<file path="src/design/wcps_pkg.sv">
package wcps_pkg;

   localparam int WheelsDefault = 4;
   localparam int SlotsDefault  = 5;

   localparam int AngleWidth = 16;
   localparam int PowerWidth = 24;
   localparam int LimitWidth = 16;
   localparam int CountWidth = 17;
   localparam int MsWidth    = 32;

   localparam logic [PowerWidth-1:0] PowerLimitReset   = 24'd20480;
   localparam logic [LimitWidth-1:0] FrameLimitReset   = 16'd10;
   localparam logic [PowerWidth-1:0] StartupBudgetReset = 24'd0;

   localparam logic [1:0] RegPowerLimit    = 2'd0;
   localparam logic [1:0] RegFrameLimit    = 2'd1;
   localparam logic [1:0] RegStartupBudget = 2'd2;

   typedef enum logic [1:0] {
      FUNC_LOAD    = 2'd0,
      FUNC_READY   = 2'd1,
      FUNC_COMPUTE = 2'd2,
      FUNC_TICK    = 2'd3
   } func_type;

   typedef enum logic [2:0] {
      ST_IDLE,
      ST_SLOT,
      ST_SUM,
      ST_DIV_START,
      ST_DIV_RUN,
      ST_DIV_STORE
   } state_type;

   // Commands from the controller to the datapath.
   typedef struct packed {
      logic load;
      logic mark_ready;
      logic capture_tick;
      logic slot_step;
      logic sum_clear;
      logic sum_add;
      logic index_clear;
      logic div_load;
      logic div_step;
      logic budget_store;
      logic frame_emit;
   } ctrl_type;

   typedef struct packed {
      logic slot_done;
      logic sum_done;
      logic div_done;
      logic last_wheel;
   } status_type;

endpackage

</file>
<file path="src/design/wcps_datapath.sv">
module wcps_datapath
   import wcps_pkg::*;
#(
   parameter int WHEELS = WheelsDefault,
   parameter int SLOTS  = SlotsDefault
) (
   input  logic                           clock,
   input  logic                           reset,
   input  ctrl_type                       ctrl,
   output status_type                     status,
   input  logic [1:0]                     req_wheel,
   input  logic signed [AngleWidth-1:0]   req_target_angle,
   input  logic signed [AngleWidth-1:0]   req_target_speed,
   input  logic [PowerWidth-1:0]          req_expected_power,
   input  logic [MsWidth-1:0]             req_ms_count,
   input  logic                           req_remote_closed,
   input  logic [PowerWidth-1:0]          power_limit,
   input  logic [LimitWidth-1:0]          startup_frame_limit,
   input  logic [PowerWidth-1:0]          startup_budget,
   output logic                           rsp_valid,
   output logic [1:0]                     rsp_frame_wheel,
   output logic signed [AngleWidth-1:0]   rsp_frame_angle,
   output logic signed [AngleWidth-1:0]   rsp_frame_speed,
   output logic [PowerWidth-1:0]          rsp_frame_budget
);

   localparam int WheelBits  = $clog2(WHEELS);
   localparam int SlotBits   = $clog2(SLOTS);
   localparam int SumWidth   = PowerWidth + WheelBits;
   localparam int ProdWidth  = 2 * PowerWidth;
   localparam int DivSteps   = ProdWidth;
   localparam int StepBits   = $clog2(DivSteps + 1);
   localparam int DigitSteps = MsWidth / 4;
   localparam int MsBits     = $clog2(DigitSteps + 1);
   localparam logic [CountWidth-1:0] CountMax = '1;

   // Residue of (remainder * 16 + digit) by SLOTS, built as a constant table.
   function automatic logic [SlotBits-1:0] slot_residue(input logic [7:0] value);
      logic [SlotBits-1:0] r;
      r = '0;
      for (int i = 0; i < 256; i++) begin
         if (value == 8'(i)) begin
            r = SlotBits'(i % SLOTS);
         end
      end
      return r;
   endfunction

   logic [AngleWidth-1:0] angle_ff [WHEELS];
   logic [AngleWidth-1:0] speed_ff [WHEELS];
   logic [PowerWidth-1:0] expected_ff [WHEELS];
   logic [PowerWidth-1:0] budget_ff [WHEELS];
   logic [WHEELS-1:0]     ready_ff, ready_in;
   logic [CountWidth-1:0] count_ff, count_in;

   // The slot is found four bits of ms_count a cycle, most significant first.
   logic [MsWidth-1:0]    ms_ff;
   logic [SlotBits-1:0]   rem_ff, rem_in;
   logic [MsBits-1:0]     ms_idx_ff;
   logic                  closed_ff;

   logic [SumWidth-1:0]   sum_ff;
   logic [WheelBits-1:0]  widx_ff;
   logic [ProdWidth-1:0]  quo_ff;
   logic [SumWidth:0]     prem_ff;
   logic [StepBits-1:0]   step_ff;
   logic                  scale_ff;

   logic [SumWidth:0]     prem_shift;
   logic [ProdWidth-1:0]  product;
   logic [WheelBits-1:0]  slot_w;
   logic                  slot_ok;

   logic [AngleWidth-1:0] angle_out_ff, speed_out_ff;
   logic [PowerWidth-1:0] budget_out_ff;
   logic [1:0]            wheel_out_ff;
   logic                  valid_ff;

   assign rem_in     = slot_residue({4'(rem_ff), ms_ff[MsWidth-1 -: 4]});
   assign prem_shift = {prem_ff[SumWidth-1:0], quo_ff[ProdWidth-1]};
   assign product    = ProdWidth'(expected_ff[widx_ff]) * ProdWidth'(power_limit);
   assign slot_ok    = 32'(rem_ff) < WHEELS;
   assign slot_w     = WheelBits'(rem_ff);

   assign status.slot_done  = ms_idx_ff == MsBits'(DigitSteps);
   assign status.sum_done   = widx_ff == WheelBits'(WHEELS - 1);
   assign status.div_done   = step_ff == StepBits'(DivSteps);
   assign status.last_wheel = widx_ff == WheelBits'(WHEELS - 1);

   always_comb begin
      ready_in = ready_ff;
      count_in = count_ff;
      if (ctrl.mark_ready && (32'(req_wheel) < WHEELS)) begin
         ready_in[WheelBits'(req_wheel)] = 1'b1;
      end
      if (ctrl.frame_emit && slot_ok && ready_ff[slot_w]) begin
         ready_in[slot_w] = 1'b0;
         if (!closed_ff && count_ff != CountMax) begin
            count_in = count_ff + 1'b1;
         end
      end
   end

   always_ff @(posedge clock) begin
      if (reset) begin
         ready_ff <= '0;
         count_ff <= '0;
         valid_ff <= 1'b0;
         for (int i = 0; i < WHEELS; i++) begin
            angle_ff[i]    <= '0;
            speed_ff[i]    <= '0;
            expected_ff[i] <= '0;
            budget_ff[i]   <= '0;
         end
      end else begin
         ready_ff <= ready_in;
         count_ff <= count_in;
         valid_ff <= ctrl.frame_emit && slot_ok && ready_ff[slot_w];
         if (ctrl.load && (32'(req_wheel) < WHEELS)) begin
            angle_ff[WheelBits'(req_wheel)]    <= req_target_angle;
            speed_ff[WheelBits'(req_wheel)]    <= req_target_speed;
            expected_ff[WheelBits'(req_wheel)] <= req_expected_power;
         end
         if (ctrl.budget_store) begin
            budget_ff[widx_ff] <= scale_ff ? quo_ff[PowerWidth-1:0] : expected_ff[widx_ff];
         end
      end
   end

   always_ff @(posedge clock) begin
      if (ctrl.capture_tick) begin
         ms_ff     <= req_ms_count;
         closed_ff <= req_remote_closed;
         rem_ff    <= '0;
         ms_idx_ff <= '0;
      end else if (ctrl.slot_step) begin
         ms_ff     <= {ms_ff[MsWidth-5:0], 4'b0000};
         rem_ff    <= rem_in;
         ms_idx_ff <= ms_idx_ff + 1'b1;
      end
      if (ctrl.sum_clear) begin
         sum_ff  <= SumWidth'(expected_ff[0]);
         widx_ff <= '0;
      end else if (ctrl.sum_add) begin
         sum_ff  <= sum_ff + SumWidth'(expected_ff[widx_ff + 1'b1]);
         widx_ff <= widx_ff + 1'b1;
      end else if (ctrl.index_clear) begin
         widx_ff <= '0;
      end else if (ctrl.budget_store) begin
         widx_ff <= widx_ff + 1'b1;
      end
      if (ctrl.div_load) begin
         quo_ff   <= product;
         prem_ff  <= '0;
         step_ff  <= '0;
         scale_ff <= (sum_ff != '0) && (sum_ff >= SumWidth'(power_limit));
      end else if (ctrl.div_step) begin
         if (prem_shift >= (SumWidth+1)'(sum_ff)) begin
            prem_ff <= prem_shift - (SumWidth+1)'(sum_ff);
            quo_ff  <= {quo_ff[ProdWidth-2:0], 1'b1};
         end else begin
            prem_ff <= prem_shift;
            quo_ff  <= {quo_ff[ProdWidth-2:0], 1'b0};
         end
         step_ff <= step_ff + 1'b1;
      end
      if (ctrl.frame_emit) begin
         wheel_out_ff <= 2'(slot_w);
         angle_out_ff <= angle_ff[slot_w];
         speed_out_ff <= closed_ff ? '0 : speed_ff[slot_w];
         if (!closed_ff && (count_in <= CountWidth'(startup_frame_limit))) begin
            budget_out_ff <= startup_budget;
         end else begin
            budget_out_ff <= budget_ff[slot_w];
         end
      end
   end

   assign rsp_valid        = valid_ff;
   assign rsp_frame_wheel  = wheel_out_ff;
   assign rsp_frame_angle  = angle_out_ff;
   assign rsp_frame_speed  = speed_out_ff;
   assign rsp_frame_budget = budget_out_ff;

endmodule

</file>
<file path="src/design/wcps_control.sv">
module wcps_control
   import wcps_pkg::*;
(
   input  logic       clock,
   input  logic       reset,
   input  logic       req_start,
   input  logic [1:0] req_func,
   input  status_type status,
   output ctrl_type   ctrl,
   output logic       req_busy
);

   state_type state_ff, state_in;

   always_ff @(posedge clock) begin
      if (reset) begin
         state_ff <= ST_IDLE;
      end else begin
         state_ff <= state_in;
      end
   end

   always_comb begin
      state_in = state_ff;
      ctrl     = '0;
      req_busy = state_ff != ST_IDLE;
      case (state_ff)
         ST_IDLE: begin
            if (req_start) begin
               case (req_func)
                  FUNC_LOAD:    ctrl.load = 1'b1;
                  FUNC_READY:   ctrl.mark_ready = 1'b1;
                  FUNC_COMPUTE: begin
                     ctrl.sum_clear = 1'b1;
                     state_in = ST_SUM;
                  end
                  default: begin
                     ctrl.capture_tick = 1'b1;
                     state_in = ST_SLOT;
                  end
               endcase
            end
         end
         ST_SLOT: begin
            if (status.slot_done) begin
               ctrl.frame_emit = 1'b1;
               state_in = ST_IDLE;
            end else begin
               ctrl.slot_step = 1'b1;
            end
         end
         ST_SUM: begin
            if (status.sum_done) begin
               ctrl.index_clear = 1'b1;
               state_in = ST_DIV_START;
            end else begin
               ctrl.sum_add = 1'b1;
            end
         end
         ST_DIV_START: begin
            // The wheel index was cleared when the sum completed, or stepped by the last store.
            ctrl.div_load = 1'b1;
            state_in = ST_DIV_RUN;
         end
         ST_DIV_RUN: begin
            if (status.div_done) begin
               state_in = ST_DIV_STORE;
            end else begin
               ctrl.div_step = 1'b1;
            end
         end
         ST_DIV_STORE: begin
            ctrl.budget_store = 1'b1;
            state_in = status.last_wheel ? ST_IDLE : ST_DIV_START;
         end
         default: state_in = ST_IDLE;
      endcase
   end

endmodule

</file>
<file path="src/design/wheel_command_power_scheduler.sv">
// Load and ready items complete in ST_IDLE without raising busy.
// A tick item reduces ms_count four bits a cycle to find the slot; its frame,
// if any, is strobed by rsp_valid in the cycle in which busy falls.
// A recompute item sums the expected powers, then runs the 48-step divider once per wheel.
// The receiver cannot stall, so a frame never holds off the next item.
// Reset clears all stored targets, budgets, ready bits and the frame counter.
module wheel_command_power_scheduler
   import wcps_pkg::*;
#(
   parameter int WHEELS = WheelsDefault,
   parameter int SLOTS  = SlotsDefault
) (
   input  logic                         clock,
   input  logic                         reset,
   input  logic                         start,
   output logic                         busy,
   input  logic [1:0]                   req_func,
   input  logic [1:0]                   req_wheel,
   input  logic signed [AngleWidth-1:0] req_target_angle,
   input  logic signed [AngleWidth-1:0] req_target_speed,
   input  logic [PowerWidth-1:0]        req_expected_power,
   input  logic [MsWidth-1:0]           req_ms_count,
   input  logic                         req_remote_closed,
   output logic                         rsp_valid,
   output logic [1:0]                   rsp_frame_wheel,
   output logic signed [AngleWidth-1:0] rsp_frame_angle,
   output logic signed [AngleWidth-1:0] rsp_frame_speed,
   output logic [PowerWidth-1:0]        rsp_frame_budget,
   input  logic                         psel,
   input  logic                         penable,
   input  logic                         pwrite,
   input  logic [3:0]                   paddr,
   input  logic [31:0]                  pwdata,
   output logic [31:0]                  prdata,
   output logic                         pready
);

   logic [PowerWidth-1:0] limit_ff, sbudget_ff;
   logic [LimitWidth-1:0] flimit_ff;
   ctrl_type   ctrl;
   status_type status;

   assign pready = 1'b1;

   always_ff @(posedge clock) begin
      if (reset) begin
         limit_ff   <= PowerLimitReset;
         flimit_ff  <= FrameLimitReset;
         sbudget_ff <= StartupBudgetReset;
      end else if (psel && penable && pwrite && paddr[1:0] == 2'b00) begin
         case (paddr[3:2])
            RegPowerLimit:    limit_ff   <= pwdata[PowerWidth-1:0];
            RegFrameLimit:    flimit_ff  <= pwdata[LimitWidth-1:0];
            RegStartupBudget: sbudget_ff <= pwdata[PowerWidth-1:0];
            default: ;
         endcase
      end
   end

   always_comb begin
      case (paddr[3:2])
         RegPowerLimit:    prdata = 32'(limit_ff);
         RegFrameLimit:    prdata = 32'(flimit_ff);
         RegStartupBudget: prdata = 32'(sbudget_ff);
         default:          prdata = '0;
      endcase
   end

   wcps_control u_control (
      .clock    (clock),
      .reset    (reset),
      .req_start(start),
      .req_func (req_func),
      .status   (status),
      .ctrl     (ctrl),
      .req_busy (busy)
   );

   wcps_datapath #(.WHEELS(WHEELS), .SLOTS(SLOTS)) u_datapath (
      .clock              (clock),
      .reset              (reset),
      .ctrl               (ctrl),
      .status             (status),
      .req_wheel          (req_wheel),
      .req_target_angle   (req_target_angle),
      .req_target_speed   (req_target_speed),
      .req_expected_power (req_expected_power),
      .req_ms_count       (req_ms_count),
      .req_remote_closed  (req_remote_closed),
      .power_limit        (limit_ff),
      .startup_frame_limit(flimit_ff),
      .startup_budget     (sbudget_ff),
      .rsp_valid          (rsp_valid),
      .rsp_frame_wheel    (rsp_frame_wheel),
      .rsp_frame_angle    (rsp_frame_angle),
      .rsp_frame_speed    (rsp_frame_speed),
      .rsp_frame_budget   (rsp_frame_budget)
   );

endmodule
</file>
<file path="config.mk">
export PLATFORM = sky130hd
export DESIGN_NAME = wheel_command_power_scheduler
export DESIGN_NICKNAME = d
export VERILOG_FILES = /design/src/design/wcps_pkg.sv /design/src/design/wcps_datapath.sv /design/src/design/wcps_control.sv /design/src/design/wheel_command_power_scheduler.sv
export SDC_FILE = /design/constraint.sdc
export NUM_CORES = 2
export LEC_CHECK = 0
export ABC_AREA = 0
export ABC_CLOCK_PERIOD_IN_PS = 11080
export BUFFER_PORTS_ARGS = -buffer_cell sky130_fd_sc_hd__clkbuf_2
export CAP_MARGIN = 20
export CORE_MARGIN = 3
export CORE_UTILIZATION = 35
export CTS_BUF_LIST = sky130_fd_sc_hd__clkbuf_4 sky130_fd_sc_hd__clkbuf_8
export DETAILED_ROUTE_END_ITERATION = 10
export PLACE_DENSITY = 0.54
export SETUP_SLACK_MARGIN = 0.05
export SYNTH_ARGS = -nofsm -noshare
export SYNTH_HDL_FRONTEND = slang
export SYNTH_SLANG_ARGS = --single-unit
</file>
<file path="constraint.sdc">
create_clock -name clock -period 11.08 [get_ports clock]
set_input_delay 2.77 -clock clock [delete_from_list [all_inputs] [get_ports clock]]
set_output_delay 2.77 -clock clock [all_outputs]
set_load 0.01 [all_outputs]
</file>
# After elaboration in Yosys (flattened, before gate mapping)

Memories as Yosys holds them, arrays and structs flattened. A register that Yosys moved wholly into a read port is not among the register bits.
Cells that the tools add are included.

Add/subtract/negate cells: 6
$mul: 1
Magnitude comparators: 8
Bitwise logic cells: 3
Reduce and logical (&&, ||, !) cells: 31
Mux-type cells: 201
Equal/unequal tests: 145

Operators by type and width:

| kind               | number |
|---|---|
| $eq 7x7->1 const B | 64 |
| $mux 3             | 132 |
| $eq 7x6->1 const B | 32 |
| $mux 24            | 6 |
| $eq 7x5->1 const B | 16 |
| $mux 48            | 2 |
| $pmux 24 s3        | 1 |
| $mux 32            | 2 |
| $eq 7x4->1 const B | 8 |
| $mul 24x24->48     | 1 |
| $reduce_or 24->1   | 2 |
| $mux 17            | 2 |
| $mux 1             | 33 |
| $mux 16            | 2 |
| $reduce_or 16->1   | 2 |
| $eq 7x3->1 const B | 4 |
| $ge 27x26->1       | 1 |
| $add 26x24->26     | 1 |
| $ge 26x24->1       | 1 |
| $mux 2             | 13 |
| $mux 26            | 1 |
| $reduce_bool 26->1 | 1 |
| $sub 26x26->26     | 1 |
| $pmux 3 s6         | 1 |
| other kinds (37)   | 66 |

Memories kept: 4
Input port bits: 135
Bits in registers: 264
Bits in writable memories: 320

Memory list:

| name                   | words | bits a word | rd ports | clocked after memory_dff | write ports | RTL line            | source |
|---|---|---|---|---|---|---|---|
| u_datapath.budget_ff   | 4     | 24          | 1        | 1                        | 4           | wcps_datapath.sv:52 | `logic [PowerWidth-1:0] budget_ff [WHEELS];` |
| u_datapath.expected_ff | 4     | 24          | 3        | 1                        | 4           | wcps_datapath.sv:51 | `logic [PowerWidth-1:0] expected_ff [WHEELS];` |
| u_datapath.angle_ff    | 4     | 16          | 1        | 1                        | 4           | wcps_datapath.sv:49 | `logic [AngleWidth-1:0] angle_ff [WHEELS];` |
| u_datapath.speed_ff    | 4     | 16          | 1        | 1                        | 4           | wcps_datapath.sv:50 | `logic [AngleWidth-1:0] speed_ff [WHEELS];` |

# Longest topological paths before layout

Word-level depth: 130
Depth in mapped cells: 30
Depth with buffers taken out: 26

# By module

A second synthesis with hierarchy kept.

Cell total of the unflattened synthesis: 4790
Area total of the unflattened synthesis: 49929.1 µm²

Modules (own cells, without submodules):

| module                        | instances | area an instance (µm²) | cells an instance |
|---|---|---|---|
| wcps_datapath                 | 1         | 46422.0                | 4393 |
| wheel_command_power_scheduler | 1         | 3173.0                 | 358 |
| wcps_control                  | 1         | 334.1                  | 39 |

# Worst setup path before layout

OpenSTA, ideal clock, no wires.

Kind: register to register
From: reg u_control.state_ff[1]
To: reg u_datapath.budget_out_ff[10], in the netlist u_datapath.rsp_frame_budget[10] (data pin)
Period minus slack after synthesis: 9.532 ns
Arrival: 9.273 ns
Slack: 1.548 ns
Library setup time: 0.260 ns
Cell stages (with the launch flop): 20
Cells stage by stage: dfxtp_1 clkbuf_1 nor3b_2 nor3b_1 nand3b_1 nor3_2 mux2_2 ha_1 nor2b_1 o21a_1 o21a_1 o21a_1 o21a_1 o21a_1 o211ai_1 a21oi_1 or4b_1 buf_2 buf_2 mux2_2

RTL lines:

| item                   | RTL line             | source |
|---|---|---|
| from (decl)            | wcps_control.sv:13   | `state_type state_ff, state_in;` |
| from (signal assigned) | wcps_control.sv:19   | `state_ff <= state_in;` |
| to (signal assigned)   | wcps_datapath.sv:172 | `budget_out_ff <= startup_budget;` |
| to (signal assigned)   | wcps_datapath.sv:174 | `budget_out_ff <= budget_ff[slot_w];` |
| to (decl)              | wcps_datapath.sv:75  | `logic [PowerWidth-1:0] budget_out_ff;` |

==> run metrics <==
status finished, final reports clean; WL final roughly 140 mm; H-tree levels 3; die area 145,000 um^2; setup TNS 0 ps; RSZ-0062 raised after global routing no; Avg Cell Area, Syn 10.2 um^2; FF+latch count, synth 620; CTS tree built; Tcrit/Tclk final between 80 and 90%; CTS Buffer Depth 3; Ys Warns 0; clock sinks 620; post-synthesis sequential area ratio a little over a third; clock latency on the worst-skew pair around 800 ps; Layout Utilization approximately two fifths; worst-case reg-to-reg path depth 23; DRT iter0 DRCs 2,455; final hold violations 0; Max FO, Critical Path 20; via density per instance ~5; Max-Cap Viols 0; Slew Viols, Final 0; Achievable Freq about 0.11 GHz; WHS Path Cells 2; nets@finish ~5,900; Post-Synthesis Cells 4,839; Post-synth EDFFs 484; fraction of layout cells with a size suffix above 1 roughly 14%; maximum VDD drop between 100 and 150 uV; area grow syn2layout 11.0%; die height 381 um; wire per inst ~20 um; io pins between 200 and 250; GR Overflow Total 0; CP Class register to register; slew of the pin with the lowest slew margin around 1200 ps; CTS Hold Bufs 0; CP startpoint kind register; fin crit period ~9000 ps; Finished Cell Area around 55,000 um^2; Yosys cell types 90; input/output buffers 210; site row count 137; Post-DP HPWL 97.7 mm; antenna violations before repair 14; Hold WC Path Type register to register; post-CTS setup buffers 0; ys flop type edfxtp_1; Core ar. between 100,000 and 150,000 um^2; die width ~380 um; 1st-pass router iterations 6; CTS resizes 0; largest net degree at the start of global routing between 80 and 90; data required time of the worst path roughly 12,000 ps; Initial Util between 30% and 40%; Mapped Area just under 50,000 um^2; post-route ant nets 0; Cell Pwr Density 179 nW/um^2; Static Leak approximately 23 nW; Placer Congestion 0.857; DP Area between 50,000 and 60,000 um^2; first-pass GRT wire length 215 mm; Clk pin slew, worst setup/hold paths around 60 ps; endpoints failing setup 0; vias in the first global route about 36,000; ys async rst share 0%; post-route DRC violation count 0; skew final about 48 ps; crit path DAT 9590 ps; total CTS buffers approximately 110; CTS root buf clkbuf_8; CP Capture Type register; Worst slew margin between 20% and 30%; GRT Resource Usage Total a little under a fifth; Via Count between 30,000 and 40,000
per-stage QoR:
stage	setup WS [ps]	hold WS, ps	cells	total power, mW
6_report	2040	475	6955	9.81
2_1_floorplan	1550	406	4846	6.23
3_5_place_dp	2090	467	6743	7.58
3_3_place_gp	2090	464	6743	7.55
5_1_grt	1740	490	6946	10.5
4_1_cts	1990	475	6944	9.91
layer usage:
| metal | track usage (%) | vias to the layer above | part of all wire, % |
|---|---|---|---|
| met3 | 3.79 | 179 | 6.7 |
| met4 | 4.39 | 6 | 2.0 |
| met2 | 31.5 | 994 | 48 |
| li1 | - | 16200 | - |
| met5 | 0 | - | 0.034 |
| met1 | 25.8 | 17800 | 44 |
worst max-delay path, stage by stage (launching register included):
cell and delay [ps]:
dfxtp_1 830, buf_12 250, mux4_2 660, and2_1 330, fa_1 480, fa_1 530, fa_1 580, fa_1 450
fa_1 560, inv_1 60, fa_1 490, inv_1 50, fa_1 450, ha_1 390, a21o_1 210, a21o_1 180
or3_1 290, or3_4 350, a211o_1 390, a311o_2 480, nand2_1 90, a311oi_1 100, or3_1 320, a31o_1 220
placed cells by master, fill, tap and decap left out, types with 15 or more instances in the layout:
cell / instances
a211oi_1: 15
a21o_1: 33
a21oi_1: 180
and2_1: 201
buf_4: 90
clkbuf_2: 209
clkbuf_4: 51
clkbuf_8: 114
clkinv_1: 18
dfxtp_1: 129
edfxtp_1: 484
fa_1: 484
ha_1: 271
inv_1: 672
mux2_2: 80
mux2i_1: 45
mux4_2: 105
nand2_1: 783
nand2b_1: 26
nand3_1: 57
nand4_1: 19
nor2_1: 365
nor2b_1: 52
nor3_1: 34
o21a_1: 27
o21ai_0: 142
or3_1: 15
xnor2_1: 57
xor2_1: 44
cell usage after synthesis, types with 5 or more instances:
cell | count | area [um^2]
nand2_1 | 783 | 2940
inv_1 | 673 | 2530
edfxtp_1 | 484 | 14500
fa_1 | 484 | 9690
nor2_1 | 366 | 1370
ha_1 | 271 | 3390
clkbuf_1 | 243 | 912
and2_1 | 201 | 1260
a21oi_1 | 180 | 901
o21ai_0 | 142 | 711
dfxtp_1 | 136 | 2720
mux4_2 | 105 | 2360
mux2_2 | 80 | 901
nand3_1 | 58 | 290
xnor2_1 | 57 | 499
nor2b_1 | 52 | 325
mux2i_1 | 45 | 450
xor2_1 | 44 | 385
nor3_1 | 37 | 185
a21o_1 | 33 | 248
nand2b_1 | 29 | 181
o21a_1 | 27 | 203
nand4_1 | 19 | 119
buf_1 | 18 | 67.6
o21bai_1 | 17 | 128
a211oi_1 | 15 | 113
or3_1 | 15 | 93.8
and3_1 | 14 | 87.6
nor4_1 | 14 | 87.6
o31ai_1 | 14 | 105
a31oi_1 | 12 | 75.1
o22ai_1 | 12 | 75.1
a211o_1 | 11 | 96.3
buf_4 | 9 | 67.6
a21boi_0 | 8 | 60.1
o211ai_1 | 8 | 60.1
buf_2 | 7 | 35.0
nand3b_1 | 7 | 52.6
nor3b_1 | 6 | 45.0
o32a_1 | 5 | 50.1
o41ai_1 | 5 | 43.8
or2_2 | 5 | 31.3
power by group:
group / internal (mW) / total, mW / switching, mW
Sequential: 2.79 / 2.97 / 0.186
Clock: 1.23 / 2.25 / 1.03
Combinational: 1.78 / 4.58 / 2.80
Total: 5.79 / 9.81 / 4.01
sequential cells by signal, summed over array words and instances (netlist names), 26 cells and up, named ones only:
| signal | count |
|---|---|
| u_datapath.budget_ff | 96 |
| u_datapath.expected_ff | 96 |
| u_datapath.angle_ff | 64 |
| u_datapath.speed_ff | 64 |
| u_datapath.quo_ff | 48 |
| u_datapath.ms_ff | 32 |
| u_datapath.prem_ff | 26 |
| u_datapath.sum_ff | 26 |
final cells by class:
| cell class | instances | area [um^2] |
|---|---|---|
| Inverter | 676 | 2540 |
| Clock buffer | 165 | 1950 |
| Sequential cell | 620 | 17300 |
| Clock inverter | 36 | 339 |
| Tap cell | 1876 | 2350 |
| Antenna cell | 11 | 27.5 |
| Fill cell | 13800 | 85000 |
| Multi-Input combinational cell | 3271 | 28500 |
| Timing Repair Buffer | 300 | 1740 |
path summary, 6_finish.rpt:
path	startpoint	slack [ps]	endpoint
max	register	2040	u_datapath.quo_ff[46]
min	sbudget_ff[17]	480	sbudget_ff[17]
max reg2reg	register	2040	u_datapath.quo_ff[46]
min reg2reg	sbudget_ff[17]	480	sbudget_ff[17]
cell families after synthesis:
group                      share of synthesized area, %
other                                            0.0152
DFF                                                35.0
buffers and inverters                              7.43
xor gates and xnor gates                           1.79
and+or+nand+nor                                    14.9
adders and majority gates                          26.5
muxes                                              7.54
AOI/OAI and AO/OA                                  6.80
No activity file was read; power rests on OpenSTA's default activity.
